===== config.mk =====
export PLATFORM = sky130hd
export DESIGN_NAME = rgb_quantize_run_length_encoder
export DESIGN_NICKNAME = d
export VERILOG_FILES = /design/src/rgbq_rle_pkg.sv /design/src/rgbq_rle_front.sv /design/src/rgbq_rle_fifo.sv /design/src/rgbq_rle_back.sv /design/src/rgb_quantize_run_length_encoder.sv
export SDC_FILE = /design/constraint.sdc
export NUM_CORES = 1
export LEC_CHECK = 0
export CAP_MARGIN = 10
export CORE_MARGIN = 2
export CORE_UTILIZATION = 45
export DETAILED_ROUTE_END_ITERATION = 10
export DONT_BUFFER_PORTS = 1
export PLACE_DENSITY = 0.7
export SYNTH_ARGS = -nofsm -noshare
export SYNTH_HDL_FRONTEND = slang
export SYNTH_SLANG_ARGS = --single-unit

===== constraint.sdc =====
create_clock -name clk -period 16.8 [get_ports clk]
set_input_delay 1.68 -clock clk [delete_from_list [all_inputs] [get_ports clk]]
set_output_delay 1.68 -clock clk [all_outputs]
set_load 0.03 [all_outputs]

===== src/rgbq_rle_pkg.sv =====
// Shared types, constants and the channel quantizer for the RGB run-length encoder.
// No dependencies; imported by every module of the block.
`timescale 1ns / 1ps
`default_nettype none

package rgbq_rle_pkg;

  localparam int MAX_RUN      = 127;
  localparam int LEVELS       = 6;
  localparam int CHAN_MAX     = 255;
  localparam int RUN_W        = 7;
  localparam int IDX_W        = 8;
  localparam int CHAN_W       = 8;
  localparam int OFFSET_W     = 6;
  localparam int LEVEL_W      = 3;
  localparam int QUEUE_DEPTH  = 4;
  localparam int QPTR_W       = $clog2(QUEUE_DEPTH);
  localparam int QCNT_W       = $clog2(QUEUE_DEPTH + 1);

  typedef struct packed {
    logic [CHAN_W-1:0] red;
    logic [CHAN_W-1:0] green;
    logic [CHAN_W-1:0] blue;
    logic              row_last;
  } pixel_t;

  typedef struct packed {
    logic [RUN_W-1:0] run_length;
    logic [IDX_W-1:0] color_index;
    logic             row_end;
    logic             item_last;
  } result_t;

  // Up to two closed runs caused by one pixel: a broken run, then the run closing the row.
  typedef struct packed {
    logic             brk;
    logic [RUN_W-1:0] brk_len;
    logic [IDX_W-1:0] brk_idx;
    logic             row;
    logic [RUN_W-1:0] row_len;
    logic [IDX_W-1:0] row_idx;
  } event_t;

  // ((LEVELS-1)*c)/255 as a count of thresholds passed: level >= k iff (LEVELS-1)*c >= 255*k
  function automatic logic [LEVEL_W-1:0] quantize(input logic [CHAN_W-1:0] c);
    logic [LEVEL_W-1:0] lvl;
    int unsigned        scaled;
    lvl    = '0;
    scaled = (LEVELS - 1) * int'(c);
    for (int k = 1; k < LEVELS; k++) begin
      if (scaled >= CHAN_MAX * k) lvl = lvl + LEVEL_W'(1);
    end
    return lvl;
  endfunction

endpackage

`default_nettype wire


===== src/rgbq_rle_front.sv =====
// Front end: takes pixels, forms the palette index and tracks the pending run.
// Emits one event per pixel that closes a run. Depends on rgbq_rle_pkg.
`timescale 1ns / 1ps
`default_nettype none

module rgbq_rle_front (
  input  wire logic                                 clk,
  input  wire logic                                 rst,
  input  wire logic                                 cfg_write,
  input  wire logic [rgbq_rle_pkg::OFFSET_W-1:0]    cfg_data,
  input  wire logic                                 take,
  input  wire rgbq_rle_pkg::pixel_t                 pixel,
  output logic                                      ev_push,
  output rgbq_rle_pkg::event_t                      ev
);
  import rgbq_rle_pkg::*;

  logic [OFFSET_W-1:0] color_offset;
  logic [IDX_W-1:0]    held_index, held_index_next;
  logic [RUN_W-1:0]    run_count, run_count_next;

  logic [IDX_W-1:0]    idx;
  logic [IDX_W-1:0]    held_a;
  logic [RUN_W-1:0]    cnt_a;
  logic [9:0]          idx_sum;

  always_comb begin
    idx_sum = 10'(quantize(pixel.red))
            + 10'(quantize(pixel.green)) * 10'(LEVELS)
            + 10'(quantize(pixel.blue)) * 10'(LEVELS * LEVELS)
            + 10'(color_offset);
    idx = idx_sum[IDX_W-1:0];  // wraps modulo 256

    ev = '0;
    held_a = idx;
    cnt_a  = RUN_W'(1);
    if (run_count != '0) begin
      if (idx == held_index && run_count < RUN_W'(MAX_RUN)) begin
        held_a = held_index;
        cnt_a  = run_count + RUN_W'(1);
      end else begin
        ev.brk     = 1'b1;
        ev.brk_len = run_count;
        ev.brk_idx = held_index;
      end
    end

    held_index_next = held_a;
    run_count_next  = cnt_a;
    if (pixel.row_last) begin
      ev.row         = 1'b1;
      ev.row_len     = cnt_a;
      ev.row_idx     = held_a;
      run_count_next = '0;
    end

    ev_push = take && (ev.brk || ev.row);
  end

  always_ff @(posedge clk) begin
    if (rst) begin
      color_offset <= '0;
      held_index   <= '0;
      run_count    <= '0;
    end else begin
      if (cfg_write) color_offset <= cfg_data;
      if (take) begin
        held_index <= held_index_next;
        run_count  <= run_count_next;
      end
    end
  end

endmodule

`default_nettype wire


===== src/rgbq_rle_fifo.sv =====
// Short event queue between the front end and the result sequencer.
// Register array read at the head pointer only. Depends on rgbq_rle_pkg.
`timescale 1ns / 1ps
`default_nettype none

module rgbq_rle_fifo (
  input  wire logic                    clk,
  input  wire logic                    rst,
  input  wire logic                    wr,
  input  wire rgbq_rle_pkg::event_t    wr_data,
  output logic                         full,
  input  wire logic                    rd,
  output logic                         empty,
  output rgbq_rle_pkg::event_t         rd_data
);
  import rgbq_rle_pkg::*;

  event_t            slots [QUEUE_DEPTH];
  logic [QPTR_W-1:0] wr_ptr, rd_ptr;
  logic [QCNT_W-1:0] count;
  logic              do_wr, do_rd;

  assign full    = (count == QCNT_W'(QUEUE_DEPTH));
  assign empty   = (count == '0);
  assign do_wr   = wr && !full;
  assign do_rd   = rd && !empty;
  assign rd_data = slots[rd_ptr];

  function automatic logic [QPTR_W-1:0] bump(input logic [QPTR_W-1:0] p);
    return (p == QPTR_W'(QUEUE_DEPTH - 1)) ? '0 : p + QPTR_W'(1);
  endfunction

  always_ff @(posedge clk) begin
    if (do_wr) slots[wr_ptr] <= wr_data;
  end

  always_ff @(posedge clk) begin
    if (rst) begin
      wr_ptr <= '0;
      rd_ptr <= '0;
      count  <= '0;
    end else begin
      if (do_wr) wr_ptr <= bump(wr_ptr);
      if (do_rd) rd_ptr <= bump(rd_ptr);
      if (do_wr && !do_rd) count <= count + QCNT_W'(1);
      else if (do_rd && !do_wr) count <= count - QCNT_W'(1);
    end
  end

endmodule

`default_nettype wire


===== src/rgbq_rle_back.sv =====
// Back end: expands each queued event into one or two result transactions.
// Drives the output queue interface. Depends on rgbq_rle_pkg.
`timescale 1ns / 1ps
`default_nettype none

module rgbq_rle_back (
  input  wire logic                    clk,
  input  wire logic                    rst,
  input  wire logic                    ev_empty,
  input  wire rgbq_rle_pkg::event_t    ev,
  output logic                         ev_pop,
  output logic                         empty,
  input  wire logic                    pop,
  output rgbq_rle_pkg::result_t        result
);
  import rgbq_rle_pkg::*;

  // second: the broken run of this event was already delivered
  logic second;
  logic take;
  logic on_brk;

  assign empty  = ev_empty;
  assign take   = pop && !ev_empty;
  assign on_brk = ev.brk && !second;

  always_comb begin
    if (on_brk) begin
      result.run_length  = ev.brk_len;
      result.color_index = ev.brk_idx;
      result.row_end     = 1'b0;
      result.item_last   = !ev.row;
    end else begin
      result.run_length  = ev.row_len;
      result.color_index = ev.row_idx;
      result.row_end     = 1'b1;
      result.item_last   = 1'b1;
    end
  end

  assign ev_pop = take && result.item_last;

  always_ff @(posedge clk) begin
    if (rst) begin
      second <= 1'b0;
    end else if (take) begin
      second <= !result.item_last;
    end
  end

endmodule

`default_nettype wire


===== src/rgb_quantize_run_length_encoder.sv =====
// Top level of the RGB quantizer and run-length encoder.
// Instantiates rgbq_rle_front, rgbq_rle_fifo and rgbq_rle_back; uses rgbq_rle_pkg.
//
// Usage:
//   Pixels enter through a queue-style port: a transaction happens on a rising
//   edge with push high and full low. Each channel is reduced to six levels and
//   a palette index plus color_offset is formed; equal indices form runs of at
//   most 127 pixels, and row_last closes the pending run.
//   Results leave through a queue-style port: while empty is low the oldest run
//   is on result; it is taken on a rising edge with pop high.
//   A run closed by a pixel enters the event queue when the pixel is taken
//   and is on result once older events are popped. Throughput: one pixel per
//   cycle while full is low. A pixel that closes two runs needs two pops; a
//   four-entry queue absorbs this; full rises only with four events waiting.
//   When the receiver stalls, pixels are still taken until the queue fills.
//   Reset (rst, synchronous) clears the offset, the pending run and the queue.
//   cfg_write loads color_offset from cfg_data; write only while idle.
`timescale 1ns / 1ps
`default_nettype none

module rgb_quantize_run_length_encoder (
  input  wire logic                                 clk,
  input  wire logic                                 rst,
  input  wire logic                                 cfg_write,
  input  wire logic [rgbq_rle_pkg::OFFSET_W-1:0]    cfg_data,
  input  wire logic                                 push,
  output logic                                      full,
  input  wire rgbq_rle_pkg::pixel_t                 pixel,
  output logic                                      empty,
  input  wire logic                                 pop,
  output rgbq_rle_pkg::result_t                     result
);
  import rgbq_rle_pkg::*;

  logic   take;
  logic   ev_push, ev_pop, ev_empty;
  event_t ev_in, ev_out;

  assign take = push && !full;

  rgbq_rle_front u_front (
    .clk       (clk),
    .rst       (rst),
    .cfg_write (cfg_write),
    .cfg_data  (cfg_data),
    .take      (take),
    .pixel     (pixel),
    .ev_push   (ev_push),
    .ev        (ev_in)
  );

  rgbq_rle_fifo u_fifo (
    .clk     (clk),
    .rst     (rst),
    .wr      (ev_push),
    .wr_data (ev_in),
    .full    (full),
    .rd      (ev_pop),
    .empty   (ev_empty),
    .rd_data (ev_out)
  );

  rgbq_rle_back u_back (
    .clk      (clk),
    .rst      (rst),
    .ev_empty (ev_empty),
    .ev       (ev_out),
    .ev_pop   (ev_pop),
    .empty    (empty),
    .pop      (pop),
    .result   (result)
  );

endmodule

`default_nettype wire

==> results of run 1 <==
-- layout by cell type (no fill, tap or decap), types with 3 or more instances in the layout --
master and n:
edfxtp_1 128, ha_1 70, inv_1 47, nor2_1 44
a21oi_1 34, nand2_1 33, mux4_2 32, dfxtp_1 30
xnor2_1 26, xor2_1 24, and2_1 22, mux2_2 21
clkbuf_16 17, nand3_1 15, nor3_1 14, o21ai_0 14
a21o_1 12, mux2i_1 11, fa_1 11, nor2b_1 6
nand2b_1 5, a211oi_1 5, and2_2 5, and3_1 5
bufinv_16 5, o211ai_1 4, or3_1 4, inv_6 4
inv_8 4, o21ai_1 3, nor3b_1 3, or4_1 3
o21a_1 3, o21bai_1 3, nand4_1 3, o2111ai_1 3
buf_4 3
-- cell families after synthesis --
group                    synth area share [%]
buffers and inverters                    3.04
multiplexers                             11.8
AND/OR/NAND/NOR                          10.4
adder cells (fa/ha/maj)                  12.1
flip-flops                               49.2
XOR/XNOR                                 5.34
AO/OA/AOI/OAI                            8.15
-- metrics by stage --
step	hold slack (ns)	power [mW]	area (um^2)	setup slack (ns)
after global placement	0.463	1.33	9340	6.12
final	0.481	1.80	10000	6.00
after detailed placement	0.469	1.37	9340	5.58
after CTS	0.479	1.81	10000	6.00
after floorplan	0.455	1.20	9070	6.55
after global routing	0.505	1.91	10000	5.37
-- layout make-up --
type,instances,area (um^2),area share [%]
flip-flops and latches,159,4470,44.6
repair buffers,3,22.5,0.225
inverters,48,180,1.80
clock buffers,17,425,4.25
well taps,265,332,3.31
multi-input cells,480,4340,43.3
clock inverters,15,244,2.44
-- worst register-to-register path, stage by stage (launching register included) --
cell and delay, ns:
dfxtp_1 0.34, fa_1 0.56, inv_1 0.06, fa_1 0.45
nand2b_1 0.17, a21oi_1 0.25, a21o_1 0.17, a21oi_1 0.10
xnor3_1 0.25, xnor2_1 0.17, xnor2_1 0.26, o21bai_2 0.16
a21oi_2 0.29, ha_1 0.25, inv_1 0.07, fa_1 0.37
xor2_1 0.16, or3_1 0.32, a21oi_1 0.16
-- Yosys cell counts, types with 12 or more instances --
cell type / instances
dfxtp_1: 31
nand3_1: 15
xor2_1: 24
xnor2_1: 26
ha_1: 70
edfxtp_1: 128
mux4_2: 32
nor2_1: 44
and2_1: 26
clkbuf_1: 14
nand2_1: 33
a21oi_1: 34
inv_1: 47
o21ai_0: 14
mux2_2: 21
a21o_1: 12
nor3_1: 14
-- metal layers --
| layer | GRT usage (%) | vias up |
|---|---|---|
| li1 | - | 2632 |
| met1 | 21.6 | 2773 |
| met2 | 30.5 | 88 |
| met3 | 3.79 | 16 |
| met4 | 4.90 | 0 |
| met5 | 0 | - |
-- report_power, final --
group / switching, mW / internal [mW]
combinational: 0.492 / 0.341
clock: 0.165 / 0.270
sequential: 0.0284 / 0.504
total: 0.685 / 1.11
-- worst min path at each step --
| stage | endpoint | startpoint |
|---|---|---|
| floorplan | u_back.second | u_back.second |
| global placement | u_front.held_index[0] | u_front.held_index[0] |
| detailed placement | u_front.held_index[0] | u_front.held_index[0] |
| CTS | u_front.held_index[1] | u_front.held_index[1] |
| global route | u_front.held_index[1] | u_front.held_index[1] |
| finish | u_front.held_index[1] | u_front.held_index[1] |
-- flip-flops by register name, summed over array words and instances (netlist names), named ones only --
name and count:
u_fifo.rd_ptr 2, u_front.run_count 7, u_front.color_offset 6, u_fifo.slots 128, u_fifo.count 3, u_front.held_index 8, u_fifo.wr_ptr 2, u_back.second 1
==> flow_summary.yaml, run 1 <==
setup_path:
  crit_path_max_fanout: 7
  critical_path_depth: 38
  regToRegStartpoint: "u_front.color_offset[2]"
  cp-startpoint: "pixel[10]"
  cp_common_cell: "ha_1"
  critical_path.endpoint: "u_fifo.count[2]"
  cpMaxStageDelayCell: "fa_1"
  worstSetupPathType: "in -> reg"
  worstReg2RegEnd: "u_fifo.count[2]"
  start_kind: "primary input"
  crit_path_end_kind: "flip-flop"
  worstPathRequired_ns: 17.15
  crit_family: "adder cells"
  critPathBufInv: 2
  rr_worst_depth: 18
  crit_arrival_ns: 11.15
  reg2reg_slack_ns: 12.17
  slowest_delay_ns: 0.45
placed_design:
  routabilityCongestion: 0.848
  portBuffers: 0
  dp_hpwl_mm: 12.7
  dp.cells: 955
global_route:
  overflow: 0
  track_usage_pct: 17.4
  grt_pass1_wl_mm: 29.3
  antenna_found_initial: 0
  grt_pass1_vias: 5726
  grt_max_degree: 33
finish:
  stdcell_count: 987
  area_growth_pct: 10.3
  final_util_pct: 51.1
  final_nets: 826
  diodes: 0
  drive_gt1_share_pct: 16.3
  nFillCells: 1670
timing:
  tns_ns: 0
  maxSlewHeadroom_pct: 33.4
  post-route-period-util_pct: 64.3
  fmax_ghz: 0.0926
  rsz0062_at_grt: "false"
  drv_slew: 0
  fin_crit_ns: 10.80
  worst_slew_pin_slew_ns: 0.992
  hold_violations: 0
  setup_viol: 0
  clock_skew_ns: 0.0135
clock_network:
  clock-sinks: 159
  worstSkewPairLatency_ns: 0.42
  ctsResizeCount: 0
  cts_tree: "built"
  numCtsBuffers: 17
  htreeDepth: 4
  post-cts-setup-buffers: 0
  root_buffer: "clkbuf_16"
  cts_buffer_depth: 2
  cts_hold_buf: 0
  clk_pin_slew_ns: 0.07
floorplanning:
  ios: 55
  rows: 51
  core_mm2: 0.0196
  die_area_mm2: 0.0213
  die_h_um: 146
  initial_core_util_pct: 46.3
  fp.dieW_um: 146
synthesis:
  synth_cells: 708
  ys_ff_latch: 159
  yosys-top-cells-area: "edfxtp_1 42%, ha_1 9.7%, mux4_2 7.9%"
  synth_flop_cell: "edfxtp_1"
  yosysTopAreaCell: "edfxtp_1"
  syn-num-nets: 825
  syn_avg_cell_area_um2: 12.8
  syn_area_mm2: 0.00907
  synth.distinct_cells: 72
  ys_seq_area_share_pct: 49.2
  yosysWarnings: 0
  yosysTopAreaCellShare_pct: 42.4
  synth_edf_count: 128
  ys_async_sr_fraction_pct: 0
route:
  wl_mm: 17.8
  met3WireLength_um: 593
  wl_met2_mm: 9.04
  drt_iter0_drc: 327
  top_layer: "met4"
  met1Wirelength_mm: 7.89
  routed-via-count: 5509
  viasPerCell: 5.58
  drc: 0
  wl_per_cell_um: 18.0
  firstDrtPassIters: 5
  ant_nets: 0
power_and_ir_drop:
  p_leak_nw: 3.86
  vdd.ir_drop.worst_uv: 130
  power_density_mw_per_mm2: 180
worst_hold_path:
  hold_path_depth: 2
  min_path_type: "reg -> reg"
job:
  drv_cap: 0
status:
  status: "completed"
Power figures use the tool's default switching activity.
==> run 2: changes to the inputs <==
--- a/config.mk
+++ b/config.mk
@@ -10,7 +10,7 @@
 export CORE_UTILIZATION = 45
 export DETAILED_ROUTE_END_ITERATION = 10
 export DONT_BUFFER_PORTS = 1
-export PLACE_DENSITY = 0.7
+export PLACE_DENSITY = 0.72
 export SYNTH_ARGS = -nofsm -noshare
 export SYNTH_HDL_FRONTEND = slang
 export SYNTH_SLANG_ARGS = --single-unit
==> constraint.sdc (replaced) <==
create_clock -name clk -period 8.95 [get_ports clk]
set_input_delay 0.895 -clock clk [delete_from_list [all_inputs] [get_ports clk]]
set_output_delay 0.895 -clock clk [all_outputs]
set_load 0.03 [all_outputs]
==> flow_summary.yaml, run 2 (same netlist as run 1, synthesis figures left out) <==
finish:
  final_nets: 869
  stdcell_count: 1030
  final_cell_mix: "128 x edfxtp_1, 59 x ha_1, 47 x inv_1"
  mostFrequentLayoutCell: "edfxtp_1"
  largest-register: "u_fifo.slots"
  reg_top3: "u_fifo.slots: 128 flops, u_front.held_index: 8 flops, u_front.run_count: 7 flops"
  nFillCells: 1561
  multiInputGateArea_mm2: 0.00469
  area_growth_pct: 17.0
  seq_area_mm2: 0.00447
  drive_gt1_share_pct: 27.1
  diodes: 0
  largest_reg_flops: 128
placed_design:
  portBuffers: 0
  routabilityCongestion: 0.847
  dp.cells: 988
  dp_hpwl_mm: 13.2
route:
  routed-via-count: 5792
  firstDrtPassIters: 5
  wl_mm: 19.0
  drc: 0
  viasPerCell: 5.62
  wl_per_cell_um: 18.5
  drt_iter0_drc: 447
  ant_nets: 0
power_and_ir_drop:
  p_leak_nw: 4.10
  power_density_mw_per_mm2: 347
  vdd.ir_drop.worst_uv: 237
setup_path:
  start_kind: "primary input"
  crit_path_max_fanout: 4
  worstSetupPathType: "in -> reg"
  slowest_delay_ns: 0.48
  crit_arrival_ns: 9.16
  worstPathRequired_ns: 9.30
  cpMaxStageDelayCell: "fa_1"
  crit_path_end_kind: "flip-flop"
floorplanning:
  initial_core_util_pct: 46.3
  rows: 51
  fp.dieW_um: 146
  die_area_mm2: 0.0213
  die_h_um: 146
  ios: 55
  core_mm2: 0.0196
clock_network:
  clk_pin_slew_ns: 0.07
  cts_tree: "built"
  cts_buffer_depth: 2
  htreeDepth: 4
  clock-sinks: 159
  worstSkewPairLatency_ns: 0.42
  numCtsBuffers: 17
  root_buffer: "clkbuf_16"
timing:
  maxSlewHeadroom_pct: 39.3
  fin_crit_ns: 8.81
  worst_slew_pin_slew_ns: 0.908
  post-route-period-util_pct: 98.4
  fmax_ghz: 0.114
  setup_viol: 0
  drv_slew: 0
  clock_skew_ns: 0.0155
  tns_ns: 0
  hold_violations: 0
worst_hold_path:
  min_path_type: "reg -> reg"
global_route:
  track_usage_pct: 17.9
  grt_max_degree: 33
  grt_pass1_vias: 6006
  grt_pass1_wl_mm: 30.4
  antenna_found_initial: 0
  overflow: 0
job:
  drv_cap: 0
status:
  status: "completed"
-- run 2: worst max-delay path: cells and delay by family --
kind | cells | cell delay (ns)
xor gates and xnor gates | 6 | 1.27
AOI/OAI and AO/OA | 7 | 1.49
and+or+nand+nor | 9 | 1.93
adders and majority gates | 11 | 2.91
buffers and inverters | 4 | 0.28
muxes | 2 | 0.35
-- run 2: area by class of cell --
type / count / area share, %
clock inverter: 14 / 1.24
sequential: 159 / 42.1
multi-input combinational: 480 / 44.2
tap: 265 / 3.13
timing repair buffer: 46 / 3.61
clock buffer: 18 / 4.05
inverter: 48 / 1.70
-- run 2: final timing paths --
path                                               from               endpoint  slack, ns  cells past startpoint
worst max register to register  u_front.color_offset[2]        u_fifo.count[2]       4.73                     17
worst min register to register    u_front.held_index[1]  u_front.held_index[1]       0.48                      2
worst min-delay path              u_front.held_index[1]  u_front.held_index[1]       0.48                      2
worst max-delay path                           pixel[9]        u_fifo.count[2]       0.14                     39
-- run 2: per-layer routing --
metal  vias to the layer above  track usage (%)  share of wire (%)
li1                       2715                -                  -
met1                      2892             21.1                 40
met2                       155             32.6                 54
met3                        30             3.73                4.4
met4                         0             5.88                2.0
met5                         -                0                  0
-- run 2: report_power, final --
group	leakage [nW]	internal, mW	switching (mW)
registers	1.48	0.945	0.0533
clock network	0.271	0.387	0.300
logic	2.34	0.925	1.07
-- run 2: what timing repair did --
item	in CTS	in global routing
hold buffers	0	0
setup endpoints to repair	0	127
resized for setup	0	53
buffers inserted	0	10
-- run 2: metrics by stage --
stage / instance area [um^2] / util (%) / total power, mW / setup WS [ns] / hold WS, ns
2_1_floorplan: 9100 / - / 2.26 / 0.00875 / 0.455
3_3_place_gp: 9650 / 49.3 / 2.69 / 0.0329 / 0.458
3_5_place_dp: 9650 / 49.3 / 2.78 / -0.247 / 0.469
4_1_cts: 10200 / 52.1 / 3.47 / 0.185 / 0.479
5_1_grt: 10600 / 54.1 / 3.93 / -0.152 / 0.517
6_report: 10600 / 54.1 / 3.68 / 0.142 / 0.476
